File: src/hdl/cpgma_pkg.sv
// Shared types, constants and functions for the CpG context methylation block.
// Used by cpgma_ctx, cpgma_rsp_queue and cpg_context_methylation_assign_core.
// No dependencies.
package cpgma_pkg;

   localparam int PCT_W        = 7;
   localparam int BASE_W       = 8;
   localparam int CSR_ADDR_W   = 2;
   localparam int RSP_DEPTH_DEF = 4;

   localparam logic [PCT_W-1:0] PCT_MAX = 7'd100;

   localparam logic [PCT_W-1:0] CPG_PCT_RST    = 7'd90;
   localparam logic [PCT_W-1:0] NONCPG_PCT_RST = 7'd1;
   localparam logic [PCT_W-1:0] ISLAND_PCT_RST = 7'd10;

   // Register indexes on the configuration port.
   localparam logic [CSR_ADDR_W-1:0] CSR_CPG_PCT    = 2'd0;
   localparam logic [CSR_ADDR_W-1:0] CSR_NONCPG_PCT = 2'd1;
   localparam logic [CSR_ADDR_W-1:0] CSR_ISLAND_PCT = 2'd2;

   // ASCII codes of the two nucleotides that matter.
   localparam logic [BASE_W-1:0] CHAR_C_UP = 8'h43;
   localparam logic [BASE_W-1:0] CHAR_C_LO = 8'h63;
   localparam logic [BASE_W-1:0] CHAR_G_UP = 8'h47;
   localparam logic [BASE_W-1:0] CHAR_G_LO = 8'h67;

   // Base class codes.
   localparam logic [1:0] CLS_OTHER = 2'd0;
   localparam logic [1:0] CLS_C     = 2'd1;
   localparam logic [1:0] CLS_G     = 2'd2;

   typedef struct packed {
      logic [PCT_W-1:0] cpg;
      logic [PCT_W-1:0] noncpg;
      logic [PCT_W-1:0] island;
   } pct_set_type;

   typedef struct packed {
      logic             is_last;
      logic [PCT_W-1:0] ratio_percent;
   } rsp_entry_type;

   // Up to two results produced by one accepted request, first in order first.
   typedef struct packed {
      logic [1:0]    num;
      rsp_entry_type first;
      rsp_entry_type second;
   } push_type;

   function automatic logic [1:0] classify(input logic [BASE_W-1:0] b);
      logic [1:0] cls;
      case (b) inside
         CHAR_C_UP, CHAR_C_LO: cls = CLS_C;
         CHAR_G_UP, CHAR_G_LO: cls = CLS_G;
         default:              cls = CLS_OTHER;
      endcase
      return cls;
   endfunction

   function automatic logic [PCT_W-1:0] sat_pct(input logic [PCT_W-1:0] p);
      return (p > PCT_MAX) ? PCT_MAX : p;
   endfunction

   // Percent for one base; the percent set is already saturated.
   function automatic logic [PCT_W-1:0] percent_for(input logic [1:0]  cls,
                                                    input logic        cpg_ctx,
                                                    input logic        isl,
                                                    input pct_set_type pct);
      logic [PCT_W-1:0] r;
      if (cls != CLS_C && cls != CLS_G) begin
         r = '0;
      end else if (!cpg_ctx) begin
         r = pct.noncpg;
      end else if (isl) begin
         r = pct.island;
      end else begin
         r = pct.cpg;
      end
      return r;
   endfunction

endpackage

File: src/hdl/cpgma_ctx.sv
// One-base lookahead stage: holds the previous base and decides its CpG context.
// Depends on cpgma_pkg.
module cpgma_ctx (
   input  logic                            clock,
   input  logic                            reset,
   input  logic                            accept,
   input  logic [cpgma_pkg::BASE_W-1:0]    base,
   input  logic                            chrom_start,
   input  logic                            in_island,
   input  logic                            last,
   input  cpgma_pkg::pct_set_type          pct,
   output cpgma_pkg::push_type             push
);
   import cpgma_pkg::*;

   logic [1:0] held_class_ff, held_class_in;
   logic       held_island_ff, held_island_in;
   logic       held_after_c_ff, held_after_c_in;
   logic       held_valid_ff, held_valid_in;

   logic [1:0]    cls;
   logic          held_ctx;
   logic          after_c;
   rsp_entry_type held_rsp;
   rsp_entry_type cur_rsp;

   always_comb begin
      cls     = classify(base);
      after_c = held_valid_ff && !chrom_start && (held_class_ff == CLS_C);

      case (held_class_ff)
         CLS_C:   held_ctx = !chrom_start && (cls == CLS_G);
         CLS_G:   held_ctx = held_after_c_ff;
         default: held_ctx = 1'b0;
      endcase

      held_rsp.ratio_percent = percent_for(held_class_ff, held_ctx, held_island_ff, pct);
      held_rsp.is_last       = 1'b0;
      cur_rsp.ratio_percent  = percent_for(cls, (cls == CLS_G) && after_c, in_island, pct);
      cur_rsp.is_last        = 1'b1;

      // Results are packed so the first pushed entry is always the older one.
      push.num    = accept ? ({1'b0, held_valid_ff} + {1'b0, last}) : 2'd0;
      push.first  = held_valid_ff ? held_rsp : cur_rsp;
      push.second = cur_rsp;

      held_class_in   = held_class_ff;
      held_island_in  = held_island_ff;
      held_after_c_in = held_after_c_ff;
      held_valid_in   = held_valid_ff;
      if (accept) begin
         if (last) begin
            held_class_in   = CLS_OTHER;
            held_island_in  = 1'b0;
            held_after_c_in = 1'b0;
            held_valid_in   = 1'b0;
         end else begin
            held_class_in   = cls;
            held_island_in  = in_island;
            held_after_c_in = after_c;
            held_valid_in   = 1'b1;
         end
      end
   end

   always_ff @(posedge clock) begin
      if (reset) begin
         held_class_ff   <= CLS_OTHER;
         held_island_ff  <= 1'b0;
         held_after_c_ff <= 1'b0;
         held_valid_ff   <= 1'b0;
      end else begin
         held_class_ff   <= held_class_in;
         held_island_ff  <= held_island_in;
         held_after_c_ff <= held_after_c_in;
         held_valid_ff   <= held_valid_in;
      end
   end

endmodule

File: src/hdl/cpgma_rsp_queue.sv
// Small response queue: takes up to two entries per cycle, hands out one.
// Depends on cpgma_pkg.
module cpgma_rsp_queue #(
   parameter int DEPTH = cpgma_pkg::RSP_DEPTH_DEF
) (
   input  logic                           clock,
   input  logic                           reset,
   input  cpgma_pkg::push_type            push,
   input  logic                           pop,
   output cpgma_pkg::rsp_entry_type       head,
   output logic [$clog2(DEPTH+1)-1:0]     count
);
   import cpgma_pkg::*;

   localparam int IDX_W = $clog2(DEPTH);
   localparam int CNT_W = $clog2(DEPTH+1);
   localparam logic [IDX_W-1:0] IDX_LAST = IDX_W'(DEPTH-1);

   rsp_entry_type    slot_ff [DEPTH];
   logic [IDX_W-1:0] wr_ptr_ff, wr_ptr_in;
   logic [IDX_W-1:0] rd_ptr_ff, rd_ptr_in;
   logic [CNT_W-1:0] count_ff, count_in;
   logic [IDX_W-1:0] wr_ptr_nxt;
   logic [IDX_W-1:0] wr_ptr_nxt2;

   function automatic logic [IDX_W-1:0] inc_ptr(input logic [IDX_W-1:0] p);
      return (p == IDX_LAST) ? '0 : p + 1'b1;
   endfunction

   always_comb begin
      wr_ptr_nxt  = inc_ptr(wr_ptr_ff);
      wr_ptr_nxt2 = inc_ptr(wr_ptr_nxt);
      case (push.num)
         2'd1:    wr_ptr_in = wr_ptr_nxt;
         2'd2:    wr_ptr_in = wr_ptr_nxt2;
         default: wr_ptr_in = wr_ptr_ff;
      endcase
      rd_ptr_in = pop ? inc_ptr(rd_ptr_ff) : rd_ptr_ff;
      count_in  = count_ff + CNT_W'(push.num) - CNT_W'(pop);
   end

   always_ff @(posedge clock) begin
      if (push.num != 2'd0) begin
         slot_ff[wr_ptr_ff] <= push.first;
      end
      if (push.num == 2'd2) begin
         slot_ff[wr_ptr_nxt] <= push.second;
      end
   end

   always_ff @(posedge clock) begin
      if (reset) begin
         wr_ptr_ff <= '0;
         rd_ptr_ff <= '0;
         count_ff  <= '0;
      end else begin
         wr_ptr_ff <= wr_ptr_in;
         rd_ptr_ff <= rd_ptr_in;
         count_ff  <= count_in;
      end
   end

   assign head  = slot_ff[rd_ptr_ff];
   assign count = count_ff;

endmodule

File: src/hdl/cpg_context_methylation_assign_core.sv
// CpG context methylation classifier, top level.
// A base's result is known when the next base (or its own last flag) is accepted; it
// then enters the response queue and is offered on rsp_ behind any earlier results.
// One request per cycle while the queue has room; a last request pushes up to two results.
// Reset (synchronous, active high) empties the queue, drops the held base and reloads the
// percent registers with 90 / 1 / 10.
// Depends on cpgma_pkg, cpgma_ctx and cpgma_rsp_queue.
module cpg_context_methylation_assign_core #(
   parameter int RSP_DEPTH = cpgma_pkg::RSP_DEPTH_DEF
) (
   input  logic                              clock,
   input  logic                              reset,
   // Request channel.
   input  logic                              req_tvalid,
   output logic                              req_tready,
   input  logic [7:0]                        req_tdata,   // [7:0] base
   input  logic [1:0]                        req_tuser,   // [0] chrom_start, [1] in_island
   input  logic                              req_tlast,   // last base of the genome
   // Result channel.
   output logic                              rsp_tvalid,
   input  logic                              rsp_tready,
   output logic [7:0]                        rsp_tdata,   // [6:0] ratio_percent, [7] zero
   output logic                              rsp_tlast,   // is_last
   // Configuration write port.
   input  logic                              csr_we,
   input  logic [cpgma_pkg::CSR_ADDR_W-1:0]  csr_addr,
   input  logic [cpgma_pkg::PCT_W-1:0]       csr_wdata
);
   import cpgma_pkg::*;

   localparam int CNT_W = $clog2(RSP_DEPTH+1);

   // Percent registers; the user must write them only while the block is idle (not enforced).
   logic [PCT_W-1:0] cpg_pct_ff, cpg_pct_in;
   logic [PCT_W-1:0] noncpg_pct_ff, noncpg_pct_in;
   logic [PCT_W-1:0] island_pct_ff, island_pct_in;

   pct_set_type      pct;
   push_type         push;
   rsp_entry_type    head;
   logic [CNT_W-1:0] q_count;
   logic             req_accept;
   logic             rsp_accept;

   always_comb begin
      cpg_pct_in    = cpg_pct_ff;
      noncpg_pct_in = noncpg_pct_ff;
      island_pct_in = island_pct_ff;
      if (csr_we) begin
         case (csr_addr)
            CSR_CPG_PCT:    cpg_pct_in    = csr_wdata;
            CSR_NONCPG_PCT: noncpg_pct_in = csr_wdata;
            CSR_ISLAND_PCT: island_pct_in = csr_wdata;
            default:        ;
         endcase
      end
   end

   always_ff @(posedge clock) begin
      if (reset) begin
         cpg_pct_ff    <= CPG_PCT_RST;
         noncpg_pct_ff <= NONCPG_PCT_RST;
         island_pct_ff <= ISLAND_PCT_RST;
      end else begin
         cpg_pct_ff    <= cpg_pct_in;
         noncpg_pct_ff <= noncpg_pct_in;
         island_pct_ff <= island_pct_in;
      end
   end

   // Values above 100 are clamped where they are used.
   assign pct.cpg    = sat_pct(cpg_pct_ff);
   assign pct.noncpg = sat_pct(noncpg_pct_ff);
   assign pct.island = sat_pct(island_pct_ff);

   // A request may push two results, so the queue must have two free slots to take one.
   // Results drain in the same cycle, so one request per cycle holds while rsp_tready is high.
   assign req_tready = (q_count <= CNT_W'(RSP_DEPTH-2));
   assign req_accept = req_tvalid && req_tready;
   assign rsp_accept = rsp_tvalid && rsp_tready;

   cpgma_ctx u_ctx (
      .clock       (clock),
      .reset       (reset),
      .accept      (req_accept),
      .base        (req_tdata),
      .chrom_start (req_tuser[0]),
      .in_island   (req_tuser[1]),
      .last        (req_tlast),
      .pct         (pct),
      .push        (push)
   );

   cpgma_rsp_queue #(
      .DEPTH (RSP_DEPTH)
   ) u_rsp_queue (
      .clock (clock),
      .reset (reset),
      .push  (push),
      .pop   (rsp_accept),
      .head  (head),
      .count (q_count)
   );

   assign rsp_tvalid = (q_count != '0);
   assign rsp_tdata  = {1'b0, head.ratio_percent};
   assign rsp_tlast  = head.is_last;

   // The queue never holds more entries than it has slots.
   assert property (@(posedge clock) disable iff (reset) q_count <= CNT_W'(RSP_DEPTH))
      else $error("response queue overfilled");

   // A last request always leaves at least one result waiting.
   assert property (@(posedge clock) disable iff (reset)
                    (req_accept && req_tlast) |=> rsp_tvalid)
      else $error("last request produced no result");

   // Without a request, the count can only stay or drop by one as results leave.
   assert property (@(posedge clock) disable iff (reset)
                    !req_accept |=> (q_count == $past(q_count) - CNT_W'($past(rsp_accept))))
      else $error("queue count changed without a request");

   // A pushed pair always ends with the last-flagged result.
   assert property (@(posedge clock) disable iff (reset)
                    (push.num == 2'd2) |-> (req_tlast && push.second.is_last))
      else $error("two results pushed without a last request");

endmodule

File: config.mk
export PLATFORM = sky130hd
export DESIGN_NAME = cpg_context_methylation_assign_core
export DESIGN_NICKNAME = d
export VERILOG_FILES = /design/src/hdl/cpgma_pkg.sv /design/src/hdl/cpgma_ctx.sv /design/src/hdl/cpgma_rsp_queue.sv /design/src/hdl/cpg_context_methylation_assign_core.sv
export SDC_FILE = /design/constraint.sdc
export NUM_CORES = 1
export LEC_CHECK = 0
export ABC_AREA = 0
export BUFFER_PORTS_ARGS = -buffer_cell sky130_fd_sc_hd__buf_2
export CAP_MARGIN = 20
export CORE_MARGIN = 3
export CORE_UTILIZATION = 55
export CTS_CLUSTER_SIZE = 20
export DETAILED_ROUTE_END_ITERATION = 6
export HOLD_SLACK_MARGIN = 0.02
export PLACE_DENSITY = 0.74
export SYNTH_ARGS = -nofsm -noshare
export SYNTH_HDL_FRONTEND = slang
export SYNTH_SLANG_ARGS = --single-unit
File: constraint.sdc
create_clock -name clock -period 3.54 [get_ports clock]
set_input_delay 0.354 -clock clock [delete_from_list [all_inputs] [get_ports clock]]
set_output_delay 0.354 -clock clock [all_outputs]
set_load 0.01 [all_outputs]
# Yosys cells after proc, flatten, opt, wreduce, memory -nomap -nowiden
# Memories as Yosys holds them, arrays and structs flattened. A register that Yosys moved wholly into a read port is not among the register bits.
# Cells that the tools add are included.
# word_totals
output_inout_bits	11
ramBits	32
memories	1
in_bits	25
elab_cells	85
latchBits	0
ff_bits	33
rom_bits	0
# op_classes
multipliers	0
n_div	0
addsub	6
n_mux	28
n_reduce_logical	18
n_lt_le_gt_ge	4
bitwise_logic	0
n_eq_ne	18
n_shift	0
# mem_list
name	words	width	read_ports	rd_clocked_by_memory_dff	write_ports	line_no	source
u_rsp_queue.slot_ff	4	8	1	1	2	cpgma_rsp_queue.sv:19	rsp_entry_type slot_ff [DEPTH];
# ops
op	n
2-to-1 mux 7 bit	9
equality test 8 x 7 -> 1 bit, second input constant	4
greater-than comparator 7 bit, second input constant	3
2-to-1 mux 2 bit	9
equality test 2 bit, second input constant	7
logical AND 1 bit	8
2-to-1 mux 8 bit	1
2-to-1 mux 1 bit	7
adder 2 x 1 -> 2 bit, second input constant	3
equality test 2 x 1 -> 1 bit, second input constant	3
AND reduction 2 bit	3
!= test 2 x 1 -> 1 bit, second input constant	2
!= test 2 bit, second input constant	2
case mux 2 bit (2 select lines)	1
nonzero test 2 bit	2
OR reduction 2 bit	2
adder 3 x 2 -> 3 bit	1
<= comparator 3 x 2 -> 1 bit, second input constant	1
nonzero test 3 bit	1
subtractor 3 x 1 -> 3 bit	1
adder 1 x 1 -> 2 bit	1
zero test 2 bit	1
case mux 1 bit (2 select lines)	1
zero test 1 bit	1

# Depth between registers and ports, before layout
# depth
depth_word	10
ltp_mapped	11
mapped_depth_nobuf	11

# Modules after synthesis
# A second synthesis with hierarchy kept.
# unflattened
cells_unflattened	338
area_unflattened_um2	3888.7
# modules_own_cells
mod	area_each_um2	n_inst	cells_each
cpgma_rsp_queue	2085.8	1	136
cpg_context_methylation_assign_core	1086.0	1	120
cpgma_ctx	716.9	1	82

# Worst setup path before layout
# OpenSTA, ideal clock, no wires.
# synth_timing
kind	register to register
from	reg u_rsp_queue.count_ff[0], in the netlist u_rsp_queue.count[0]
to	reg u_rsp_queue.count_ff[2], in the netlist u_rsp_queue.count[2]
path_buffers	0
arrival_ps	2092
setup_time_ps	128
slack_ps	1320
stages_incl_launch_ff	12
path_cell_list	dfxtp_1 -> or3_1 -> nand2_1 -> inv_1 -> ha_1 -> inv_1 -> ha_1 -> inv_1 -> fa_1 -> xnor2_1 -> xnor2_1 -> nor2_1
# synth_rtl
item	line_no	source
from (decl)	cpgma_rsp_queue.sv:22	logic [CNT_W-1:0] count_ff, count_in;
from (signal assigned)	cpgma_rsp_queue.sv:59	count_ff <= count_in;
nonzero test 3 bit	cpg_context_methylation_assign_core.sv:105	assign rsp_tvalid = (q_count != '0);
named net rsp_tvalid	cpg_context_methylation_assign_core.sv:20	output logic rsp_tvalid,
logical AND 1 bit	cpg_context_methylation_assign_core.sv:80	assign rsp_accept = rsp_tvalid && rsp_tready;
named net rsp_accept	cpg_context_methylation_assign_core.sv:43	logic rsp_accept;
subtractor 3 x 1 -> 3 bit	cpgma_rsp_queue.sv:39	count_in = count_ff + CNT_W'(push.num) - CNT_W'(pop);
# The timed path passes the listed nets, and every way through them passes these cells.
# A chain may end at the register's enable or synchronous reset.

==> metrics.md <==
| Metric | Value |
|---|---|
| Status | finished, final reports clean |
| Max-cap violation count | 0 |
| Syn Inst Count | between 300 and 400 |
| Clock Path Buffers | 2 |
| Number of gates resized after CTS | 0 |
| Tightest Hold Check Type | input pin to flip-flop |
| Sw frac | between 20% and 30% |
| Worst path most repeated cell | nand2_1 |
| Asr flop ratio synth | 0% |
| Chip height | around 90 um |
| Post-synthesis cell type count | 57 |
| Sequential share of power | a little under half |
| Final Skew | around 9 ps |
| Diodes inserted | 0 |
| Register area | roughly 1600 um2 |
| Largest stage delay on the critical path | about 550 ps |
| DRT iter0 DRCs | around 150 |
| Rel. slew slack | 39.9% |
| Fin crit share | between 60% and 70% |
| Worst Setup Path Type | flip-flop to flip-flop |
| CTS root buf | clkbuf_8 |
| CP max FO | 12 |
| R2R depth | 7 |
| Cell area power density | approximately 500 nW/um2 |
| Die footprint | around 7800 um2 |
| Num ports | 36 |
| Met2 usage | 37.5% |
| Port Buffer Count | 33 |
| Initial antenna violation count | 0 |
| Mean post-synth cell area | 9.92 um2 |
| Clock transition at path regs | about 60 ps |
| Register area share after synthesis | a little over two fifths |
| Buffers & Inverters on Critical Path | 1 |
| Fmax achieved | around 420 MHz |
| Count leader, synth | nor2_1 |
| Total wire length | 8280 um |
| Area grow syn2layout | 10.2% |
| # setup viols final | 0 |
| First-pass GRT wire length | between 10000 and 15000 um |
| R2R Setup Slk | about 1200 ps |
| DRC violations left | 0 |
| Hold path depth | 2 |
| Die X | between 80 and 90 um |
| Setup_tns | 0 ps |
| Synth top cells by count | 49 x nor2_1, 39 x dfxtp_1, 39 x nand2_1, 28 x edfxtp_1, 20 x mux2i_1 |
| Initial core utilization | 57.9% |
| GR peak layer | met2 |
| Vias in the first global route | 2836 |
| Post-synth top area cell | edfxtp_1 |
| Syn_nets | around 420 |
| Num CTS Buffers | 9 |
| Tmin final | approximately 2400 ps |
| Setup crit end kind | flip-flop |
| Maximum VDD drop | 295 uV |
| Layout cell share with drive strength beyond 1 | 16.8% |
| Via count | 2952 |
| Largest net degree at the start of global routing | 34 |
| Hold_sp | csr_wdata[3] |
| Worst reg2reg startpoint | u_ctx.held_valid_ff |
| Pins Over Slew Limit | 0 |
| Core Area | 6460 um2 |
| Switching pwr | around 600 uW |
| Main synth FF type | dfxtp_1 |
| Syn Std Cell Area | approximately 3700 um2 |
| Crit-path leading delay family | adder cells |
| Final Hold Slack | ~230 ps |
| Power Internal | ~1.5 mW |
| Footprint of the multi-input gates | slightly below 2000 um2 |
| Fillers | 540 |
| Detailed Place HPWL | roughly 6400 um |
| DRT antenna net count | 0 |
| Met1 Usage GRT | between 20 and 30% |
| EDFF count, synth | 28 |
| Least-Margin Pin Slew | approximately 900 ps |
| Synth area leaders | edfxtp_1 22%, dfxtp_1 21%, ha_1 5.4% |
| Post-layout instance area | roughly 4100 um2 |
| All-Layer GR Usage | approximately a quarter |
| CTS tree | done |
| Met3 Use GR | under 10% |
| Crit Reg-Reg Endpoint | u_rsp_queue.slot_ff[1][5] |
| Logic pwr share | approximately a quarter |
| LEAKAGE | 1.64 nW |
| Final GP Congestion | approximately 0.90 |
| Final hold violations | 0 |
| Post-cts hold buffer count | 0 |
| Skew-Pair Late Insertion Delay | 350 ps |
| Clock sinks | 67 |
| Clock power share | ~29% |
| FP Rows | 29 |
| RSZ-0062 raised after global routing | false |
| Yosys warns | 0 |
| CP startpoint | u_ctx.held_valid_ff |
| Total grt overflow | 0 |
| Detailed-router iteration count before antenna repair | 5 |
| Final core utilization | 63.8% |
| Vias per Instance | 6.05 |
| CTS H-Tree Depth | 3 |
| Crit path max-delay cell type | dfxtp_1 |
| NumNets Final | around 450 |
| Worst Hold Endpoint | cpg_pct_ff[3] |
| Critical path cell sequence | ha_1, nand2_1, ha_1, nand2_1, nand2_1, inv_1, a22o_1 |
| Fraction of post-synthesis cell area in the top cell type by area | between 20% and 30% |
| Post-DP Area | a little under 4000 um2 |
| Element type at the critical path start | flip-flop |
| WP data required | between 3000 and 4000 ps |
| Post-CTS setup buffer count | 0 |
| Synth Register Bits | 67 |
| Worst EP arrival | roughly 2500 ps |
| WL per Instance | ~17 um |
==> layout make-up <==
cell class | count | area share, %
tap | 77 | 2.34
inverter | 17 | 1.55
timing repair buffer | 34 | 4.19
clock buffer | 12 | 3.52
clock inverter | 4 | 1.03
multi-input combinational | 277 | 48.0
sequential | 67 | 39.3
==> through the flow <==
step                      power, mW  worst slack, ps  std cells
final                          2.07             1160        488
after global routing           2.20              933        488
after CTS                      2.09             1170        488
after detailed placement       1.48             1180        472
after global placement         1.47             1200        472
after floorplan                1.34             1320        377
==> worst max-delay path by stage <==
stage | slack, ps | cells after the start | endpoint
floorplan | 1320 | 11 | u_rsp_queue.count[2]
CTS | 1170 | 7 | u_rsp_queue.slot_ff[1][5]
finish | 1160 | 7 | u_rsp_queue.slot_ff[1][5]
detailed placement | 1180 | 7 | u_rsp_queue.slot_ff[1][5]
global route | 930 | 7 | u_rsp_queue.slot_ff[1][5]
global placement | 1200 | 7 | u_rsp_queue.slot_ff[1][5]
==> state kept, by name (all words and copies together), names as in the netlist, 2 cells and up, named ones only <==
register / cells
cpg_pct_ff: 7
island_pct_ff: 7
noncpg_pct_ff: 7
u_ctx.held_class_ff: 2
u_rsp_queue.count: 3
u_rsp_queue.rd_ptr_ff: 2
u_rsp_queue.slot_ff: 32
u_rsp_queue.wr_ptr_ff: 2
==> cells by family (layout without fill, tap and decap cells) <==
kind of cell / count (synthesis) / after routing / synth area share (%)
flops: 67 / 67 / 43.4
simple gates: 136 / 136 / 17.8
mux: 34 / 34 / 12.0
compound gates: 86 / 86 / 16.5
xor+xnor: 3 / 3 / 0.703
buf+inv: 33 / 67 / 3.68
fa+ha+maj: 17 / 17 / 5.89
other cells: 1 / 1 / 0.100
==> metal layers <==
metal  up-vias  wire length (um)
met5         -                 0
met4         0               330
met3        31               485
met2       100              3940
met1      1374              3520
li1       1447                 -
==> cell usage in the layout (no fill, tap or decap), types with 6 or more instances in the layout <==
cell and instances:
nor2_1 49, nand2_1 39, dfxtp_1 39, buf_2 33
edfxtp_1 28, mux2i_1 20, a21oi_1 18, inv_1 17
ha_1 16, o22ai_1 11, clkbuf_8 10, nand3_1 9
mux4_2 8, o21ai_0 8, nor2b_1 8, a211o_1 7
nand2b_1 6, mux2_2 6
==> power by group through the flow <==
stage	logic (mW)	registers (mW)	clock network (mW)
2_1_floorplan	0.392	0.947	0
3_3_place_gp	0.481	0.990	0
3_5_place_dp	0.490	0.995	0
4_1_cts	0.496	0.978	0.616
5_1_grt	0.557	0.991	0.655
6_report	0.492	0.976	0.603
==> worst reg2reg max path: stages (launching register included) <==
cell and delay (ps):
dfxtp_1 550, ha_1 310, nand2_1 140, ha_1 400
nand2_1 260, nand2_1 210, inv_1 60, a22o_1 210
Note: power is estimated with default switching activity, not from simulation.
